==> config.mk <==
export PLATFORM = sky130hd
export DESIGN_NAME = adx_adpcm_decoder_unit
export DESIGN_NICKNAME = d
export VERILOG_FILES = /design/src/rtl/adx_pkg.sv /design/src/rtl/adx_ctrl.sv /design/src/rtl/adx_datapath.sv /design/src/rtl/adx_adpcm_decoder_unit.sv
export SDC_FILE = /design/constraint.sdc
export NUM_CORES = 2
export LEC_CHECK = 0
export ABC_AREA = 0
export ABC_CLOCK_PERIOD_IN_PS = 22300
export BUFFER_PORTS_ARGS = -buffer_cell sky130_fd_sc_hd__buf_4
export CAP_MARGIN = 20
export CORE_ASPECT_RATIO = 0.6
export CORE_UTILIZATION = 49
export DETAILED_ROUTE_END_ITERATION = 10
export SLEW_MARGIN = 20
export SYNTH_ARGS = -nofsm -noshare
export SYNTH_HDL_FRONTEND = slang
export SYNTH_SLANG_ARGS = --single-unit
==> constraint.sdc <==
create_clock -name clk -period 22.3 [get_ports clk]
set_input_delay 0 -clock clk [delete_from_list [all_inputs] [get_ports clk]]
set_output_delay 0 -clock clk [all_outputs]
set_load 0.1 [all_outputs]
==> src/rtl/adx_pkg.sv <==
// ----------------------------------------------------------------------------
// ADX ADPCM decoder package
// Shared constants, controller states and control/status bundles.
// ----------------------------------------------------------------------------
package adx_pkg;

	localparam int NUM_CHANNELS = 2;
	localparam int CHAN_W       = (NUM_CHANNELS > 1) ? $clog2(NUM_CHANNELS) : 1;
	localparam int BYTE_W       = 8;
	localparam int NIB_W        = 4;
	localparam int SCALE_W      = 16;
	localparam int HIST_W       = 32;
	localparam int PCM_W        = 16;
	localparam int FRAME_LEN    = 18;
	localparam int POS_W        = $clog2(FRAME_LEN + 1);

	localparam int GAIN         = 32'h4000;
	localparam int SCALE_SHIFT  = 2;
	localparam int GAIN_SHIFT   = $clog2(GAIN) + SCALE_SHIFT;
	localparam int COEF_W       = 16;
	localparam int COEF1        = 32'h7298;
	localparam int COEF2        = 32'h3350;
	localparam int PRED_SHIFT   = 14;

	localparam int GAIN_W       = NIB_W + SCALE_W + 1;
	localparam int PROD_W       = COEF_W + HIST_W;
	localparam int SUM_W        = 40;

	typedef enum logic [1:0] {
		ST_IDLE,
		ST_FETCH,
		ST_MUL,
		ST_SUM
	} state_t;

	typedef struct packed {
		logic load;
		logic fetch;
		logic mul;
		logic sum;
		logic nib;
	} cmd_t;

	typedef struct packed {
		logic is_data;
		logic out_free;
	} status_t;

endpackage

==> src/rtl/adx_ctrl.sv <==
// ----------------------------------------------------------------------------
// ADX decoder controller
// Sequences byte capture, frame bookkeeping and the two prediction steps.
// ----------------------------------------------------------------------------
module adx_ctrl (
	input  logic             clk,
	input  logic             arst_n,
	input  logic             s_tvalid,
	output logic             s_tready,
	input  adx_pkg::status_t status,
	output adx_pkg::cmd_t    cmd
);

	adx_pkg::state_t state_q;
	adx_pkg::state_t state_d;
	logic            nib_q;

	always_comb begin
		state_d = state_q;
		unique case (state_q)
			adx_pkg::ST_IDLE: begin
				if (s_tvalid) begin
					state_d = adx_pkg::ST_FETCH;
				end
			end
			adx_pkg::ST_FETCH: begin
				state_d = status.is_data ? adx_pkg::ST_MUL : adx_pkg::ST_IDLE;
			end
			adx_pkg::ST_MUL: begin
				state_d = adx_pkg::ST_SUM;
			end
			adx_pkg::ST_SUM: begin
				if (status.out_free) begin
					state_d = nib_q ? adx_pkg::ST_IDLE : adx_pkg::ST_MUL;
				end
			end
			default: begin
				state_d = adx_pkg::ST_IDLE;
			end
		endcase
	end

	always_comb begin
		s_tready  = 1'b0;
		cmd       = '0;
		cmd.nib   = nib_q;
		unique case (state_q)
			adx_pkg::ST_IDLE: begin
				s_tready = 1'b1;
				cmd.load = s_tvalid;
			end
			adx_pkg::ST_FETCH: begin
				cmd.fetch = 1'b1;
			end
			adx_pkg::ST_MUL: begin
				cmd.mul = 1'b1;
			end
			adx_pkg::ST_SUM: begin
				cmd.sum = status.out_free;
			end
			default: begin
				s_tready = 1'b0;
			end
		endcase
	end

	always_ff @(posedge clk or negedge arst_n) begin
		if (!arst_n) begin
			state_q <= adx_pkg::ST_IDLE;
			nib_q   <= 1'b0;
		end else begin
			state_q <= state_d;
			if (cmd.fetch) begin
				nib_q <= 1'b0;
			end else if (cmd.sum) begin
				nib_q <= 1'b1;
			end
		end
	end

endmodule

==> src/rtl/adx_datapath.sv <==
// ----------------------------------------------------------------------------
// ADX decoder datapath
// Per-channel frame state, predictor multipliers, clamp and output register.
// ----------------------------------------------------------------------------
module adx_datapath (
	input  logic                       clk,
	input  logic                       arst_n,
	input  adx_pkg::cmd_t              cmd,
	output adx_pkg::status_t           status,
	input  logic [adx_pkg::BYTE_W-1:0] in_byte,
	input  logic [adx_pkg::CHAN_W-1:0] in_chan,
	input  logic                       in_restart,
	output logic                       m_tvalid,
	input  logic                       m_tready,
	output logic [adx_pkg::PCM_W-1:0]  m_tdata,
	output logic [adx_pkg::CHAN_W-1:0] m_tuser,
	output logic                       m_tlast
);

	logic [adx_pkg::BYTE_W-1:0]         byte_q;
	logic [adx_pkg::CHAN_W-1:0]         chan_q;
	logic                               restart_q;

	logic [adx_pkg::POS_W-1:0]          frame_pos_q [adx_pkg::NUM_CHANNELS];
	logic [adx_pkg::SCALE_W-1:0]        scale_q     [adx_pkg::NUM_CHANNELS];
	logic signed [adx_pkg::HIST_W-1:0]  h1_q        [adx_pkg::NUM_CHANNELS];
	logic signed [adx_pkg::HIST_W-1:0]  h2_q        [adx_pkg::NUM_CHANNELS];

	logic signed [adx_pkg::GAIN_W-1:0]  gain_s1;
	logic signed [adx_pkg::PROD_W-1:0]  p1_s1;
	logic signed [adx_pkg::PROD_W-1:0]  p2_s1;

	logic                               out_valid_q;
	logic [adx_pkg::PCM_W-1:0]          out_data_q;
	logic [adx_pkg::CHAN_W-1:0]         out_chan_q;
	logic                               out_last_q;

	logic                               chan_ok;
	logic [adx_pkg::POS_W-1:0]          pos_raw;
	logic [adx_pkg::POS_W-1:0]          pos;
	logic [adx_pkg::POS_W-1:0]          pos_next;
	logic [adx_pkg::NIB_W-1:0]          nib;
	logic signed [adx_pkg::NIB_W-1:0]   code;
	logic signed [adx_pkg::SCALE_W:0]   scale_ext;
	logic signed [adx_pkg::COEF_W:0]    coef1;
	logic signed [adx_pkg::COEF_W:0]    coef2;
	logic signed [adx_pkg::SUM_W-1:0]   gain_term;
	logic signed [adx_pkg::SUM_W-1:0]   t1;
	logic signed [adx_pkg::SUM_W-1:0]   t2;
	logic signed [adx_pkg::SUM_W-1:0]   sum;
	logic                               sat_hi;
	logic                               sat_lo;
	logic signed [adx_pkg::HIST_W-1:0]  sample;

	assign chan_ok  = (int'(chan_q) < adx_pkg::NUM_CHANNELS);
	assign pos_raw  = restart_q ? '0 : frame_pos_q[chan_q];
	assign pos      = (pos_raw >= adx_pkg::POS_W'(adx_pkg::FRAME_LEN)) ? '0 : pos_raw;
	assign pos_next = (pos == adx_pkg::POS_W'(adx_pkg::FRAME_LEN - 1)) ? '0 :
		pos + adx_pkg::POS_W'(1);

	assign status.is_data  = chan_ok && (pos >= adx_pkg::POS_W'(2));
	assign status.out_free = !out_valid_q || m_tready;

	assign nib       = cmd.nib ? byte_q[adx_pkg::NIB_W-1:0] :
		byte_q[adx_pkg::BYTE_W-1:adx_pkg::NIB_W];
	assign code      = signed'(nib);
	assign scale_ext = signed'({1'b0, scale_q[chan_q]});
	assign coef1     = signed'({1'b0, adx_pkg::COEF_W'(adx_pkg::COEF1)});
	assign coef2     = signed'({1'b0, adx_pkg::COEF_W'(adx_pkg::COEF2)});

	assign gain_term = adx_pkg::SUM_W'(gain_s1) <<< adx_pkg::GAIN_SHIFT;
	assign t1        = adx_pkg::SUM_W'(p1_s1 >>> adx_pkg::PRED_SHIFT);
	assign t2        = adx_pkg::SUM_W'(p2_s1 >>> adx_pkg::PRED_SHIFT);
	assign sum       = gain_term + t1 - t2;
	assign sat_hi    = !sum[adx_pkg::SUM_W-1] && (|sum[adx_pkg::SUM_W-2:adx_pkg::HIST_W-1]);
	assign sat_lo    = sum[adx_pkg::SUM_W-1] && !(&sum[adx_pkg::SUM_W-2:adx_pkg::HIST_W-1]);

	always_comb begin
		if (sat_hi) begin
			sample = {1'b0, {(adx_pkg::HIST_W-1){1'b1}}};
		end else if (sat_lo) begin
			sample = {1'b1, {(adx_pkg::HIST_W-1){1'b0}}};
		end else begin
			sample = sum[adx_pkg::HIST_W-1:0];
		end
	end

	always_ff @(posedge clk) begin
		if (cmd.load) begin
			byte_q    <= in_byte;
			chan_q    <= in_chan;
			restart_q <= in_restart;
		end
		if (cmd.mul) begin
			gain_s1 <= adx_pkg::GAIN_W'(code * scale_ext);
			p1_s1   <= adx_pkg::PROD_W'(coef1 * h1_q[chan_q]);
			p2_s1   <= adx_pkg::PROD_W'(coef2 * h2_q[chan_q]);
		end
		if (cmd.sum) begin
			out_data_q <= sample[adx_pkg::HIST_W-1:adx_pkg::HIST_W-adx_pkg::PCM_W];
			out_chan_q <= chan_q;
			out_last_q <= cmd.nib;
		end
	end

	always_ff @(posedge clk or negedge arst_n) begin
		if (!arst_n) begin
			for (int i = 0; i < adx_pkg::NUM_CHANNELS; i++) begin
				frame_pos_q[i] <= '0;
				scale_q[i]     <= '0;
				h1_q[i]        <= '0;
				h2_q[i]        <= '0;
			end
			out_valid_q <= 1'b0;
		end else begin
			if (cmd.fetch && chan_ok) begin
				frame_pos_q[chan_q] <= pos_next;
				if (restart_q) begin
					h1_q[chan_q] <= '0;
					h2_q[chan_q] <= '0;
				end
				if (pos == adx_pkg::POS_W'(0)) begin
					scale_q[chan_q][adx_pkg::SCALE_W-1:adx_pkg::BYTE_W] <= byte_q;
				end else if (pos == adx_pkg::POS_W'(1)) begin
					scale_q[chan_q][adx_pkg::BYTE_W-1:0] <= byte_q;
				end
			end
			if (cmd.sum) begin
				h2_q[chan_q] <= h1_q[chan_q];
				h1_q[chan_q] <= sample;
				out_valid_q  <= 1'b1;
			end else if (m_tready) begin
				out_valid_q <= 1'b0;
			end
		end
	end

	assign m_tvalid = out_valid_q;
	assign m_tdata  = out_data_q;
	assign m_tuser  = out_chan_q;
	assign m_tlast  = out_last_q;

endmodule

==> src/rtl/adx_adpcm_decoder_unit.sv <==
// ADX ADPCM decoder, one frame byte per accepted request.
// A scale byte passes through FETCH and back to IDLE before the next byte is taken.
// Data bytes make two passes of the shared predictor (multiply, then sum and clamp).
// Each pass registers one sample: the high nibble's first, then the low nibble's with m_tlast set.
// Asynchronous reset clears all per-channel frame positions, scales and histories.
// ----------------------------------------------------------------------------
// ADX ADPCM decoder unit
// Top level joining the sequencing controller and the decode datapath.
// ----------------------------------------------------------------------------
module adx_adpcm_decoder_unit (
	input  logic                          clk,
	input  logic                          arst_n,
	input  logic                          s_tvalid,
	output logic                          s_tready,
	input  logic [adx_pkg::BYTE_W-1:0]    s_tdata,  // [7:0] frame_byte
	input  logic [adx_pkg::CHAN_W:0]      s_tuser,  // [0] chan, [1] restart
	output logic                          m_tvalid,
	input  logic                          m_tready,
	output logic [adx_pkg::PCM_W-1:0]     m_tdata,  // [15:0] pcm_sample
	output logic [adx_pkg::CHAN_W-1:0]    m_tuser,  // [0] out_chan
	output logic                          m_tlast
);

	adx_pkg::cmd_t    cmd;
	adx_pkg::status_t status;

	adx_ctrl u_ctrl (
		.clk      (clk),
		.arst_n   (arst_n),
		.s_tvalid (s_tvalid),
		.s_tready (s_tready),
		.status   (status),
		.cmd      (cmd)
	);

	adx_datapath u_datapath (
		.clk        (clk),
		.arst_n     (arst_n),
		.cmd        (cmd),
		.status     (status),
		.in_byte    (s_tdata),
		.in_chan    (s_tuser[adx_pkg::CHAN_W-1:0]),
		.in_restart (s_tuser[adx_pkg::CHAN_W]),
		.m_tvalid   (m_tvalid),
		.m_tready   (m_tready),
		.m_tdata    (m_tdata),
		.m_tuser    (m_tuser),
		.m_tlast    (m_tlast)
	);

endmodule

**Word-level counts from Yosys, hierarchy flattened**

Cells that the tools add are included.

- Flip-flop bits (word level): 311
- Bits of input ports: 14
- Word-level logic and storage cells: 110

- Order comparisons: 4
- $mul: 3
- Bitwise gates (word level): 4
- Eq/ne operators: 7
- Reductions and logical operators: 16
- $add $sub $neg: 3
- Mux-type cells: 53

Operators with widths:

| cell | count |
|---|---|
| two-way mux 64 bit | 6 |
| two-way mux 32 bit | 11 |
| AND 64 bit | 2 |
| bitwise mux 64 bit | 2 |
| bitwise mux 32 bit | 2 |
| two-way mux 16 bit | 4 |
| NOT 64 bit | 1 |
| multiplier 13 x 32 -> 45 bit, first input constant | 1 |
| multiplier 11 x 32 -> 43 bit, first input constant | 1 |
| subtractor 38 x 33 -> 39 bit | 1 |
| adder 37 x 34 -> 38 bit | 1 |
| two-way mux 5 bit | 7 |
| demux 16 bit (select 1 bit) | 2 |
| demux 32 bit (select 1 bit) | 1 |
| multiplier 4 x 17 -> 21 bit | 1 |
| bitwise mux 10 bit | 1 |
| two-way mux 1 bit | 9 |
| two-way mux 2 bit | 4 |
| two-way mux 8 bit | 1 |
| one-hot mux 2 bit (4 select lines) | 1 |
| AND reduction 8 bit | 1 |
| OR reduction 8 bit | 1 |
| nonzero test 2 bit | 3 |
| adder 5 x 1 -> 5 bit, second input constant | 1 |
| other kinds (19) | 25 |

**Logic depth before layout (Yosys ltp)**

- Word-level depth: 11
- Mapped depth: 28

**Cells and area by module**

From an unflattened synthesis, not the netlist that was laid out.

- Cell total of the unflattened synthesis: 2915
- Area total of the unflattened synthesis: 30435.4 um^2

By module, submodules not included:

| module | times used | seq. area each (um^2) | cells an instance | area an instance (um^2) |
|---|---|---|---|---|
| adx_datapath | 1 | 7762.4 | 2898 | 30270.3 |
| adx_ctrl | 1 | 75.1 | 17 | 165.2 |

**Worst setup path before layout**

OpenSTA, ideal clock, no wires.

- Path type: reg2reg
- Start: register u_datapath.chan_q
- End: register u_datapath.p2_s1[45] (netlist name) (data pin)
- Clock period less this slack: 7.628 ns
- Slack: 14.672 ns
- Stages on the path, launching flop included: 27
- Path buffers: 5
- Data required time: 22.037 ns
- Data arrival time: 7.365 ns
- Cell sequence: edfxtp_1 > clkbuf_1 > buf_1 > clkbuf_1 > clkbuf_1 > buf_1 > mux2i_1 > inv_1 > ha_1 > fa_1 > fa_1 > inv_1 > fa_1 > inv_1 > fa_1 > ha_1 > a21o_1 > a21o_1 > a21o_1 > a211oi_1 > o31ai_1 > a21oi_1 > a211oi_1 > o32ai_1 > o21bai_1 > a311oi_1 > xnor2_1

- Word-level cells in the longest chain between the ends: 5

Ends and longest elaborated chain:

| what | line | text |
|---|---|---|
| start: declaration | adx_datapath.sv:21 | `logic [adx_pkg::CHAN_W-1:0] chan_q;` |
| start signal: assignment | adx_datapath.sv:91 | `chan_q <= in_chan;` |
| NOT 1 -> 2 bit (not written as such) | adx_datapath.sv:97 | `p2_s1 <= adx_pkg::PROD_W'(coef2 * h2_q[chan_q]);` |
| two-way mux 32 bit (not written as such) (3 in series) | adx_datapath.sv:97 |  |
| multiplier 11 x 32 -> 43 bit | adx_datapath.sv:97 |  |
| end signal: assignment | adx_datapath.sv:97 |  |
| end: declaration | adx_datapath.sv:31 | `logic signed [adx_pkg::PROD_W-1:0] p2_s1;` |

Every way passes these cells. The select of a mux whose other input is x is not followed.
A chain may end at the register's enable or synchronous reset.

**Worst setup path in the final report**

Ends and elaborated chain as after synthesis.

==> flow_metrics.tcl <==
set metrics [dict create \
    cts_max_level 1 \
    grtUsageMet2 0.311 \
    hp-class "in2async" \
    crit_type "reg2reg" \
    io_buffers 33 \
    dr.pass1.iters 5 \
    drt_iter0_drc 1926 \
    drive_above_1_share 0.0856 \
    setup_viol 0 \
    drc 0 \
    synthArstFlopShare 0.600 \
    syn-cell-area_mm2 0.0297 \
    ys_seq_elements 290 \
    rsz0062_at_grt "no" \
    violations "negative hold slack" \
    met1_usage 0.437 \
    synth_cell_types 77 \
    grt_pass1_vias 20335 \
    area.growth.synth_to_final_pct 7.73 \
    num_rows 69 \
    synth.avg_cell_area_um2 10.7 \
    hold_ws_ns -0.00860 \
    end_kind "flop" \
    vias 20489 \
    reg2reg_slack_ns 14.73 \
    max_slew.worst_pin.slew_ns 1.11 \
    use_met3 0.0650 \
    syn_inst 2771 \
    synth_top_cell_area_share 0.198 \
    diodes 0 \
    worstReg2RegStart "u_datapath.chan_q" \
    clkTransAtPathRegs_ns 0.06 \
    yosysWarnings 0 \
    fin_skew_ns 0.0164 \
    utilization 0.538 \
    overflow 0 \
    clock_latency_ns 0.60 \
    layout.nets 3570 \
    slew_viol_final 0 \
    cts_sinks 290 \
    clock_tree.root_cell "clkbuf_16" \
    outcome "complete, but fails checks" \
    routedWlPerCell_um 21.3 \
    wl_um 76800 \
    synth_fp_nets 3540 \
    hold_buffers 14 \
    cts_tree "built" \
    timing.rr.end "u_datapath.p2_s1[45]" \
    regArea_mm2 0.00784 \
    ys_seq_area_frac 0.264 \
    worstPathMaxFanout 56 \
    synth_area_leader_cell "fa_1" \
    hpwl_um 62100 \
    final.fill_count 5170 \
    grt_pass1_wl_um 120000 \
    ant_nets 0 \
    multiInputGateArea_mm2 0.0199 \
    grt_max_degree 84 \
    synth-main-ff-cell "dfrtp_1" \
    fp.dieH_um 193 \
    routed_via_density 5.68 \
    final-hold-violation-count 1 \
    drv_cap 0 \
    post-route-period-util 0.339 \
    die_x_um 320 \
    cts_setup_buffers 0 \
    max_freq_ghz 0.132 \
    design.core.area_mm2 0.0596 \
    rr_worst_depth 22 \
    dieArea_mm2 0.0617 \
    grt_usage 0.255 \
    cts_buffers 31 \
    gp_congestion 0.902 \
    antenna_found_initial 2 \
    cts_resized 0 \
    start_util 0.499 \
    critPathLaunchType "flop" \
    synth_area_leaders "fa_1 20%, ha_1 19%, dfrtp_1 15%, edfxtp_1 12%, inv_1 5.7%" \
    synth_edf_count 116 \
    critPathRequiredTime_ns 22.64 \
    cts_buffer_depth 3 \
    io_pins 34 \
    cp.arrival_ns 7.91 \
    grt-busiest-layer "met1" \
    slew_headroom 0.261 \
    finalCriticalPeriod_ns 7.57 \
    setup_tns_ns 0 \
]
[worst max-delay path, stage by stage (launching register included)]
cell and delay (ns):
edfxtp_1 0.35, buf_4 0.67, mux2i_1 0.40, inv_1 0.19
ha_1 0.35, fa_1 0.42, fa_1 0.52, inv_1 0.05
fa_1 0.47, inv_1 0.05, fa_1 0.44, ha_1 0.37
a21o_1 0.21, a21o_1 0.18, a21o_1 0.19, a211oi_1 0.63
o31ai_1 0.20, a21oi_1 0.28, a211oi_1 0.17, o32ai_1 0.47
o21bai_1 0.19, a311oi_1 0.37, xnor2_1 0.10
[cell families (layout without fill, tap and decap cells)]
group | after synthesis | count (layout) | share of synthesized area
buffers and inverters | 525 | 580 | 0.0678
DFF | 290 | 290 | 0.264
and+or+nand+nor | 464 | 464 | 0.0720
xor gates and xnor gates | 136 | 136 | 0.0401
muxes | 146 | 146 | 0.0537
AOI/OAI and AO/OA | 455 | 455 | 0.111
adders and majority gates | 755 | 755 | 0.392
[placed cells by master, fill, tap and decap left out, drive strengths merged, types with 14 or more instances in the layout]
master	instances
nand2	137
nor2b	24
dlygate4sd3	14
buf	51
a221o	29
xor2	51
xnor2	85
nand4	14
o211ai	14
o21bai	19
a21oi	93
dfrtp	174
a22o	68
nand3	25
mux2	107
nor2	136
mux2i	39
a21o	65
nor3	74
edfxtp	116
o21ai	69
inv	461
ha	461
clkbuf	46
fa	294
o21a	22
[routing by layer]
| metal | wire, µm | part of all wire |
|---|---|---|
| met2 | 26900 | 0.35 |
| met4 | 860 | 0.011 |
| met1 | 41400 | 0.54 |
| met3 | 7660 | 0.10 |
| met5 | 11 | 0.00014 |
[synthesized netlist by cell type, types with 62 or more instances]
library cell    n
nand2_1       137
edfxtp_1      116
xnor2_1        85
fa_1          294
dfrtp_1       174
nor2_1        136
a21o_1         65
a22o_1         68
a21oi_1        92
inv_1         455
nor3_1         74
ha_1          461
mux2_2        107
o21ai_0        62
[sequential cells by signal (all words and copies together) (netlist names)]
register,count
u_datapath.h2_q,64
u_datapath.restart_q,1
u_datapath.m_tlast,1
u_datapath.scale_q,32
u_datapath.m_tdata,16
u_datapath.byte_q,8
u_ctrl.nib_q,1
u_datapath.p1_s1,34
u_ctrl.state_q,2
u_datapath.frame_pos_q,10
u_datapath.h1_q,64
u_datapath.m_tuser,1
u_datapath.gain_s1,21
u_datapath.m_tvalid,1
u_datapath.chan_q,1
u_datapath.p2_s1,33
[cell type report]
cell class	instances	area share
well taps	781	0.0305
flip-flops and latches	290	0.245
clock buffers	46	0.0299
inverters	457	0.0536
repair buffers	65	0.0164
clock inverters	12	0.00281
multi-input cells	1956	0.622
[worst max-delay path by stage]
stage	start	to	slack (ns)	cells past startpoint
floorplan	u_datapath.chan_q	u_datapath.p2_s1[45]	14.67	26
finish	u_datapath.chan_q	u_datapath.p2_s1[45]	14.73	22
global route	u_datapath.chan_q	u_datapath.p2_s1[45]	14.22	22
detailed placement	u_datapath.chan_q	u_datapath.p2_s1[45]	14.79	22
global placement	u_datapath.chan_q	u_datapath.p2_s1[45]	14.96	21
CTS	u_datapath.chan_q	u_datapath.p2_s1[45]	14.77	22
[metrics by stage]
| stage | instance area [µm²] | setup slack, ns | hold WS (ns) | std cells |
|---|---|---|---|---|
| detailed placement | 30800 | 14.79 | 0.119 | 3535 |
| CTS | 32000 | 14.77 | 0.0574 | 3607 |
| global placement | 30800 | 14.96 | 0.0968 | 3535 |
| global route | 32000 | 14.22 | 0.106 | 3607 |
| finish | 32000 | 14.73 | -0.00860 | 3607 |
| floorplan | 29700 | 14.67 | -0.296 | 2771 |
Power is left out: the tool's default activity adds up to more than one toggle a clock period on the data nets, which glitch-free logic cannot reach.
